**src/sv/utf8s_pkg.sv**
```systemverilog
`timescale 1ns / 1ps
// Shared types and byte codes for the UTF-8 sanitizer.
// Used by utf8s_ctrl, utf8s_dp and utf8_sanitizer; depends on nothing.
package utf8s_pkg;

  // Control bytes that survive (tab, LF, CR) and the bounds of the kept ASCII range
  localparam logic [7:0] ChTab = 8'd9;
  localparam logic [7:0] ChLf  = 8'd10;
  localparam logic [7:0] ChCr  = 8'd13;
  localparam logic [7:0] ChSpace = 8'd32;
  localparam logic [7:0] ChDel = 8'd127;

  // Single-byte remaps from the 128..159 window
  localparam logic [7:0] ChEuroIn = 8'd128;
  localparam logic [7:0] ChNelIn  = 8'd133;
  localparam logic [7:0] Euro0 = 8'd226;
  localparam logic [7:0] Euro1 = 8'd130;
  localparam logic [7:0] Euro2 = 8'd172;

  // Latin-1 re-encoding
  localparam logic [7:0] Lat1Lo   = 8'd160;
  localparam logic [7:0] Lat1Hi   = 8'd192;
  localparam logic [7:0] LeadC2   = 8'd194;
  localparam logic [7:0] LeadC3   = 8'd195;
  localparam logic [7:0] Lat1Bias = 8'd64;

  // Lead byte ranges
  localparam logic [7:0] Lead3Min = 8'd224;
  localparam logic [7:0] Lead4Min = 8'd240;
  localparam logic [7:0] LeadEnd  = 8'd245;

  // Replacement character U+FFFD
  localparam logic [7:0] Repl0 = 8'hEF;
  localparam logic [7:0] Repl1 = 8'hBF;
  localparam logic [7:0] Repl2 = 8'hBD;

  // Window: up to three held bytes plus the new one
  localparam int unsigned WinDepth = 4;

  typedef enum logic [1:0] {
    ST_IDLE,
    ST_SCAN,
    ST_EMIT,
    ST_FIN
  } state_t;

  // Controller to datapath
  typedef struct packed {
    logic load_in;    // take the request byte into the window
    logic scan_step;  // latch decoded action, shift window
    logic emit_push;  // move one emit byte into the hold slot
    logic flush;      // send hold byte or end marker to the output
  } dp_cmd_t;

  // Datapath to controller
  typedef struct packed {
    logic scan_done;  // window empty
    logic act_stop;   // sequence incomplete, keep bytes for next request
    logic act_none;   // decoded action emits nothing
    logic emit_end;   // current emit byte is the final one of the action
    logic push_ok;    // hold slot can take a byte this cycle
    logic fin_needed; // something to send at the end of the request
    logic out_free;   // output register can be loaded this cycle
  } dp_stat_t;

endpackage

```
**src/sv/utf8_sanitizer.sv**
```systemverilog
`timescale 1ns / 1ps
// Per byte: the controller accepts it, takes one decode step per action and a final scan
// check, emits one byte per cycle while the hold slot can take it, and then finishes.
// Output backpressure can stall the emit and finish steps; no new byte is taken until finish.
// The last result is held back by one byte so it can carry out_last.
// Reset (rst, synchronous): empties the held partial sequence and the output.
// Top level of the UTF-8 sanitizer; instantiates utf8s_ctrl and utf8s_dp.
module utf8_sanitizer (
  input  logic       clk,
  input  logic       rst,
  input  logic       in_valid,
  output logic       in_stall,
  input  logic [7:0] in_byte,
  input  logic       in_last,
  output logic       res_valid,
  input  logic       res_stall,
  output logic [7:0] out_byte,
  output logic       out_valid,
  output logic       out_last
);

  utf8s_pkg::dp_cmd_t  cmd;
  utf8s_pkg::dp_stat_t stat;

  utf8s_ctrl u_ctrl (
    .clk      (clk),
    .rst      (rst),
    .in_valid (in_valid),
    .in_stall (in_stall),
    .stat     (stat),
    .cmd      (cmd)
  );

  utf8s_dp u_dp (
    .clk       (clk),
    .rst       (rst),
    .in_byte   (in_byte),
    .in_last   (in_last),
    .cmd       (cmd),
    .stat      (stat),
    .out_byte  (out_byte),
    .out_valid (out_valid),
    .out_last  (out_last),
    .res_valid (res_valid),
    .res_stall (res_stall)
  );

endmodule

```
**src/sv/utf8s_ctrl.sv**
```systemverilog
`timescale 1ns / 1ps
// Sequencer for the UTF-8 sanitizer: accept, scan, emit, finish.
// Depends on utf8s_pkg for state and command/status types.
module utf8s_ctrl (
  input  logic                clk,
  input  logic                rst,
  input  logic                in_valid,
  output logic                in_stall,
  input  utf8s_pkg::dp_stat_t stat,
  output utf8s_pkg::dp_cmd_t  cmd
);

  utf8s_pkg::state_t state, state_next;

  // State register
  always_ff @(posedge clk) begin
    if (rst) begin
      state <= utf8s_pkg::ST_IDLE;
    end else begin
      state <= state_next;
    end
  end

  // Next state and commands
  always_comb begin
    state_next = state;
    cmd        = '0;
    in_stall   = 1'b1;
    unique case (state)
      utf8s_pkg::ST_IDLE: begin
        in_stall = 1'b0;
        if (in_valid) begin
          cmd.load_in = 1'b1;
          state_next  = utf8s_pkg::ST_SCAN;
        end
      end
      utf8s_pkg::ST_SCAN: begin
        if (stat.scan_done || stat.act_stop) begin
          state_next = utf8s_pkg::ST_FIN;
        end else begin
          cmd.scan_step = 1'b1;
          if (!stat.act_none) state_next = utf8s_pkg::ST_EMIT;
        end
      end
      utf8s_pkg::ST_EMIT: begin
        if (stat.push_ok) begin
          cmd.emit_push = 1'b1;
          if (stat.emit_end) state_next = utf8s_pkg::ST_SCAN;
        end
      end
      utf8s_pkg::ST_FIN: begin
        if (!stat.fin_needed) begin
          state_next = utf8s_pkg::ST_IDLE;
        end else if (stat.out_free) begin
          cmd.flush  = 1'b1;
          state_next = utf8s_pkg::ST_IDLE;
        end
      end
      default: state_next = utf8s_pkg::ST_IDLE;
    endcase
  end

endmodule

```
**src/sv/utf8s_dp.sv**
```systemverilog
`timescale 1ns / 1ps
// Datapath for the UTF-8 sanitizer: byte window, decoder, emit buffer,
// hold slot and output register. Depends on utf8s_pkg.
module utf8s_dp (
  input  logic                clk,
  input  logic                rst,
  input  logic [7:0]          in_byte,
  input  logic                in_last,
  input  utf8s_pkg::dp_cmd_t  cmd,
  output utf8s_pkg::dp_stat_t stat,
  output logic [7:0]          out_byte,
  output logic                out_valid,
  output logic                out_last,
  output logic                res_valid,
  input  logic                res_stall
);

  // Window, always aligned so entry 0 is the next byte to examine
  logic [7:0] pend [utf8s_pkg::WinDepth];
  logic [2:0] fill;
  logic       is_last;

  // Bytes of the current action
  logic [7:0] emit_bytes [utf8s_pkg::WinDepth];
  logic [2:0] emit_cnt;
  logic [1:0] emit_idx;

  // One-byte hold so the final byte of a request can carry out_last
  logic [7:0] hold;
  logic       hold_valid;

  // Decoder outputs
  logic [7:0] act_bytes [utf8s_pkg::WinDepth];
  logic [2:0] act_cnt;
  logic [2:0] act_adv;
  logic       act_stop;

  logic [7:0] c;
  logic [1:0] need;
  logic       seq_wait, seq_bad, seq_hit;
  logic       out_free, out_load;
  logic [7:0] out_byte_next;
  logic       out_valid_next, out_last_next;

  // Decode the action at the head of the window
  always_comb begin
    c         = pend[0];
    need      = 2'd0;
    seq_wait  = 1'b0;
    seq_bad   = 1'b0;
    seq_hit   = 1'b0;
    act_cnt   = 3'd0;
    act_adv   = 3'd1;
    act_stop  = 1'b0;
    for (int k = 0; k < utf8s_pkg::WinDepth; k++) act_bytes[k] = pend[k];

    if (c < utf8s_pkg::LeadC2 || c >= utf8s_pkg::LeadEnd) begin
      // Lone byte: remap, drop or replace
      if (c >= utf8s_pkg::LeadEnd) begin
        act_bytes[0] = utf8s_pkg::Repl0;
        act_bytes[1] = utf8s_pkg::Repl1;
        act_bytes[2] = utf8s_pkg::Repl2;
        act_cnt      = 3'd3;
      end else if (c < utf8s_pkg::ChSpace) begin
        if (c == utf8s_pkg::ChTab || c == utf8s_pkg::ChLf || c == utf8s_pkg::ChCr)
          act_cnt = 3'd1;
      end else if (c < utf8s_pkg::ChDel) begin
        act_cnt = 3'd1;
      end else if (c < utf8s_pkg::Lat1Lo) begin
        if (c == utf8s_pkg::ChEuroIn) begin
          act_bytes[0] = utf8s_pkg::Euro0;
          act_bytes[1] = utf8s_pkg::Euro1;
          act_bytes[2] = utf8s_pkg::Euro2;
          act_cnt      = 3'd3;
        end else if (c == utf8s_pkg::ChNelIn) begin
          act_bytes[0] = utf8s_pkg::ChLf;
          act_bytes[1] = utf8s_pkg::ChCr;
          act_cnt      = 3'd2;
        end
      end else if (c < utf8s_pkg::Lat1Hi) begin
        act_bytes[0] = utf8s_pkg::LeadC2;
        act_bytes[1] = c;
        act_cnt      = 3'd2;
      end else begin
        act_bytes[0] = utf8s_pkg::LeadC3;
        act_bytes[1] = c - utf8s_pkg::Lat1Bias;
        act_cnt      = 3'd2;
      end
    end else begin
      // Multi-byte lead: check continuation bytes in order
      need = (c < utf8s_pkg::Lead3Min) ? 2'd1 : (c < utf8s_pkg::Lead4Min) ? 2'd2 : 2'd3;
      for (int j = 1; j < utf8s_pkg::WinDepth; j++) begin
        if (2'(j) <= need && !seq_hit) begin
          if (3'(j) >= fill) begin
            seq_wait = 1'b1;
            seq_hit  = 1'b1;
          end else if (pend[j][7:6] != 2'b10) begin
            seq_bad = 1'b1;
            seq_hit = 1'b1;
          end
        end
      end
      if (seq_bad || (seq_wait && is_last)) begin
        act_bytes[0] = utf8s_pkg::Repl0;
        act_bytes[1] = utf8s_pkg::Repl1;
        act_bytes[2] = utf8s_pkg::Repl2;
        act_cnt      = 3'd3;
      end else if (seq_wait) begin
        act_stop = 1'b1;
      end else begin
        act_adv = {1'b0, need} + 3'd1;
        // Encoded C1 controls are dropped
        if (!(c == utf8s_pkg::LeadC2 && pend[1] < utf8s_pkg::Lat1Lo)) act_cnt = act_adv;
      end
    end
  end

  // Status to the controller
  assign out_free = !res_valid || !res_stall;
  always_comb begin
    stat.scan_done  = (fill == 3'd0);
    stat.act_stop   = act_stop;
    stat.act_none   = (act_cnt == 3'd0);
    stat.emit_end   = (emit_idx == 2'(emit_cnt - 3'd1));
    stat.push_ok    = !hold_valid || out_free;
    stat.fin_needed = hold_valid || is_last;
    stat.out_free   = out_free;
  end

  // Window: load new byte, or consume decoded bytes by shifting down
  always_ff @(posedge clk) begin
    if (rst) begin
      fill    <= 3'd0;
      is_last <= 1'b0;
    end else if (cmd.load_in) begin
      pend[fill[1:0]] <= in_byte;
      fill            <= fill + 3'd1;
      is_last         <= in_last;
    end else if (cmd.scan_step) begin
      for (int k = 0; k < utf8s_pkg::WinDepth; k++) begin
        if (3'(k) + act_adv < 3'(utf8s_pkg::WinDepth)) pend[k] <= pend[2'(3'(k) + act_adv)];
      end
      fill <= fill - act_adv;
    end
  end

  // Emit buffer
  always_ff @(posedge clk) begin
    if (cmd.scan_step) begin
      emit_bytes <= act_bytes;
      emit_cnt   <= act_cnt;
      emit_idx   <= 2'd0;
    end else if (cmd.emit_push) begin
      emit_idx <= emit_idx + 2'd1;
    end
  end

  // Hold slot
  always_ff @(posedge clk) begin
    if (rst) begin
      hold_valid <= 1'b0;
    end else if (cmd.emit_push) begin
      hold       <= emit_bytes[emit_idx];
      hold_valid <= 1'b1;
    end else if (cmd.flush) begin
      hold_valid <= 1'b0;
    end
  end

  // Output register loads
  always_comb begin
    out_load       = cmd.flush || (cmd.emit_push && hold_valid);
    out_byte_next  = hold_valid ? hold : 8'd0;
    out_valid_next = hold_valid;
    out_last_next  = cmd.flush && is_last;
  end

  always_ff @(posedge clk) begin
    if (rst) begin
      res_valid <= 1'b0;
    end else if (out_load) begin
      res_valid <= 1'b1;
    end else if (!res_stall) begin
      res_valid <= 1'b0;
    end
  end

  always_ff @(posedge clk) begin
    if (out_load) begin
      out_byte  <= out_byte_next;
      out_valid <= out_valid_next;
      out_last  <= out_last_next;
    end
  end

endmodule
```
**config.mk**
```make
export PLATFORM = sky130hd
export DESIGN_NAME = utf8_sanitizer
export DESIGN_NICKNAME = d
export VERILOG_FILES = /design/src/sv/utf8s_pkg.sv /design/src/sv/utf8_sanitizer.sv /design/src/sv/utf8s_ctrl.sv /design/src/sv/utf8s_dp.sv
export SDC_FILE = /design/constraint.sdc
export NUM_CORES = 1
export LEC_CHECK = 0
export BUFFER_PORTS_ARGS = -buffer_cell sky130_fd_sc_hd__buf_2
export CORE_ASPECT_RATIO = 0.5
export CORE_UTILIZATION = 62
export DETAILED_ROUTE_END_ITERATION = 10
export HOLD_SLACK_MARGIN = 0.03
export PLACE_DENSITY = 0.92
export SLEW_MARGIN = 20
export SYNTH_ARGS = -nofsm -noshare
export SYNTH_HDL_FRONTEND = slang
export SYNTH_HIERARCHICAL = 1
export SYNTH_SLANG_ARGS = --single-unit
```
**constraint.sdc**
```tcl
create_clock -name clk -period 10.83 [get_ports clk]
set_input_delay 0 -clock clk [delete_from_list [all_inputs] [get_ports clk]]
set_output_delay 0 -clock clk [all_outputs]
set_load 0.1 [all_outputs]
```
==> results by group <==
Route
  • # DRC: 0
  • TritonRoute pass-1 iters: 5
  • DR vias/cell: around 6.9
  • Post-route ant nets: 0
  • Drt first-iter violations: 707
  • Routed len/inst: around 23 um
  • Via count: 4268
  • Final WL: 14000 um

Finish
  • ANT cells: 0
  • Final Cell Area: 6050 um^2
  • Nets@finish: 522
  • Multi-input logic area: between 2000 and 3000 um^2
  • Fillers: 546
  • Register area: 2720 um^2
  • Layout area overhead: 11.2%
  • Layout cells sized above 1: a little under a fifth
  • Post-layout util: 73.3%

Clock tree
  • Post_cts resized: 0
  • Clock latency on the worst-skew pair: ~0.35 ns
  • CTS tree: done
  • TritonCTS Buffers: 9
  • Clock Sinks: 94
  • Clock-pin slew on the worst setup and hold paths: approximately 0.07 ns
  • Htree depth: 3
  • CTS root buffer: clkbuf_16
  • Clk buf depth: 2

Global routing
  • All-layer global routing usage: 32.5%
  • Vias in the first global route: 3885
  • Largest net degree at the start of global routing: 43
  • GRT overflow: 0
  • First-pass GRT wire length: 21700 um
  • Initial antenna violation count: 0

Critical path
  • Crit-path slowest cell: o22ai_1
  • Startpoint types: flop
  • Worst Path Arrival: approximately 5 ns
  • Crit-path most repeated cell: buf_4
  • Crit path largest cell delay: 0.78 ns
  • CP Max Fanout: 42
  • CP cell instances: nand3b_1 -> o32a_1 -> o21ai_2 -> a22o_1 -> or2_2 -> a21oi_1 -> nor4_2 -> buf_4 -> nor3b_1 -> buf_4 -> nand3_1 -> o22ai_1
  • Buf/Inv on CP: 2
  • CP top delay family: compound AO/OA/AOI/OAI gates
  • Data required time of the critical path: 10.80 ns
  • Critical path class: reg2reg
  • Worst setup EP type: flop

Yosys
  • Yosys reg bits: 94
  • Register area share after synthesis: 50.0%
  • Most numerous cell in the Yosys netlist: edfxtp_1
  • Cell taking the most area after synthesis: edfxtp_1
  • Synthesis Warnings: 6
  • Top cells by count, synth: edfxtp_1 (84), nand2_1 (44), nor2_1 (32), nand3_1 (20), o21ai_0 (20)
  • FFs w/ async S/R, synth: 0%
  • Cell variety after synth: 73
  • Mean Syn Cell Area: between 10 and 15 um^2
  • EDFF count, synth: 84
  • Yosys top cell area share: 46.3%
  • Synth area leaders: edfxtp_1 (46%), mux4_2 (6.2%), dfxtp_1 (3.7%)
  • Mapped Area: roughly 5400 um^2
  • Synth Instances: approximately 480
  • Ys flop type: edfxtp_1
  • Syn_nets: 500

STA
  • Unrepaired setup endpoints after global routing: no
  • Final hold vios: 0
  • Final period utilization: 45.7%
  • Setup_tns: 0 ns
  • Final setup viols: 0
  • Tmin final: 4.95 ns
  • Normalized max-slew margin: 38.0%
  • Fmax: 0.202 GHz
  • Actual slew at the worst max-slew pin: 0.923 ns
  • Pins Over Slew Limit: 0
  • Final setup skew: 0.0117 ns

Run
  • Max-Cap Viols: 0

Power and ir drop
  • Max IR drop VDD: 0.111 mV
  • LEAKAGE: 0.00213 uW
  • Power per cell area: between 200 and 250 nW/um^2

Outcome
  • Status: finished, final reports clean

Place
  • RePlAce Congestion: around 0.93
  • Dpl hpwl: 9420 um
  • Buffers on Ports: 24
  • Post-Place Cell Area: 5620 um^2

Floorplanning
  • Die Wd: 135 um
  • Core box area: 8260 um^2
  • Die footprint: 9180 um^2
  • Site Rows: 23
  • Die Height: 68.3 um
  • Initial core utilization: 65.9%
  • Top-Level Pins: 25

Worst hold path
  • Worst min path class: in2reg
final timing paths:
path	from	slack, ns	end	cells past startpoint
max reg2reg	u_dp/pend[0][4]	5.88	u_dp/pend[1][5]	12
min	in_byte[6]	0.04	u_dp/pend[3][6]	3
min reg2reg	u_dp/hold[2]	0.53	u_dp/out_byte[2]	1
max	u_dp/pend[0][4]	5.88	u_dp/pend[1][5]	12
per-stage QoR:
| stage | std cells | hold WS (ns) | setup slack [ns] | power, uW |
|---|---|---|---|---|
| 2_1_floorplan | 482 | 0.0694 | 3.29 | 888 |
| 3_3_place_gp | 595 | 0.234 | 6.18 | 978 |
| 3_5_place_dp | 595 | 0.266 | 6.08 | 991 |
| 4_1_cts | 621 | 0.0336 | 5.99 | 1350 |
| 5_1_grt | 621 | 0.0558 | 5.66 | 1410 |
| 6_report | 621 | 0.0397 | 5.88 | 1360 |
tightest hold or removal path: cells and delay by family:
family                 cells  cell delay [ns]
and+or+nand+nor            2             0.16
buffers and inverters      1             0.11
layer usage:
metal	wire (um)	share of wire [%]	GRT usage [%]	vias to the layer above
met1	5920	42	47.1	2030
met4	247	1.8	10.1	0
met3	1830	13	7.41	36
li1	-	-	-	1879
met2	6020	43	49.2	323
met5	0	0	0	-
sequential cells by signal (all words and copies together), names as in the netlist, 2 cells and up:
signal,flops
u_dp/out_byte,8
u_dp/fill,3
u_dp/emit_cnt,2
u_dp/emit_bytes,32
u_dp/emit_idx,2
u_ctrl/state,2
u_dp/pend,32
u_dp/hold,8
layout make-up:
cell class                 instances  area share (%)
multi-input combinational        345            42.1
tap                              112            2.32
sequential                        94            45.0
timing repair buffer              38            4.13
clock buffer                      11            4.36
inverter                          16           0.992
clock inverter                     5            1.16
repair_timing:
action	4_1_cts	5_1_grt
setup buffers	0	0
endpoints found under the hold margin	21	0
hold buffers	10	0
kinds of logic (layout without fill, tap and decap cells):
| kind of cell | after synthesis | after routing | synth area share, % |
|---|---|---|---|
| AND/OR/NAND/NOR | 177 | 177 | 17.5 |
| flip-flops | 94 | 94 | 50.0 |
| multiplexers | 42 | 42 | 11.4 |
| XOR/XNOR | 5 | 5 | 0.805 |
| adder cells (fa/ha/maj) | 5 | 5 | 1.29 |
| AO/OA/AOI/OAI | 116 | 116 | 15.7 |
| buffers and inverters | 43 | 70 | 3.33 |
where the power goes:
part,total (uW),internal [uW],switching (uW),leakage [uW]
sequential,576,493,82.6,0.000847
clock,347,204,143,0.000165
combinational,434,167,268,0.00112
total,1360,864,493,0.00213
layout by cell type, fill, tap and decap left out, types with 3 or more instances in the layout:
cell           netlist  final
a221oi_1             3      3
a21boi_0             3      3
o22ai_1              6      6
mux2_2               9      9
buf_2                4     24
ha_1                 4      4
buf_4                4      4
nand2b_1            13     13
nand2_1             44     44
mux4_2              15     15
a21o_1               7      7
nor2_1              32     32
nor2b_1              8      8
dlygate4sd3_1        0     10
a2bb2oi_1            5      5
o21ai_0             20     19
o21a_1              11     11
o21ai_2              4      4
and3_1               4      4
mux2i_1             17     17
a21oi_1             16     16
or2_2                4      4
xnor2_1              4      4
dfxtp_1             10     10
nand3_1             20     20
edfxtp_1            84     84
a31oi_1              6      6
a211o_1              9      9
clkbuf_16            0     10
or3_1                4      4
inv_1               14     14
and2_1              19     19
nor3_1              10     10
No activity file was read; power rests on OpenSTA's default activity.
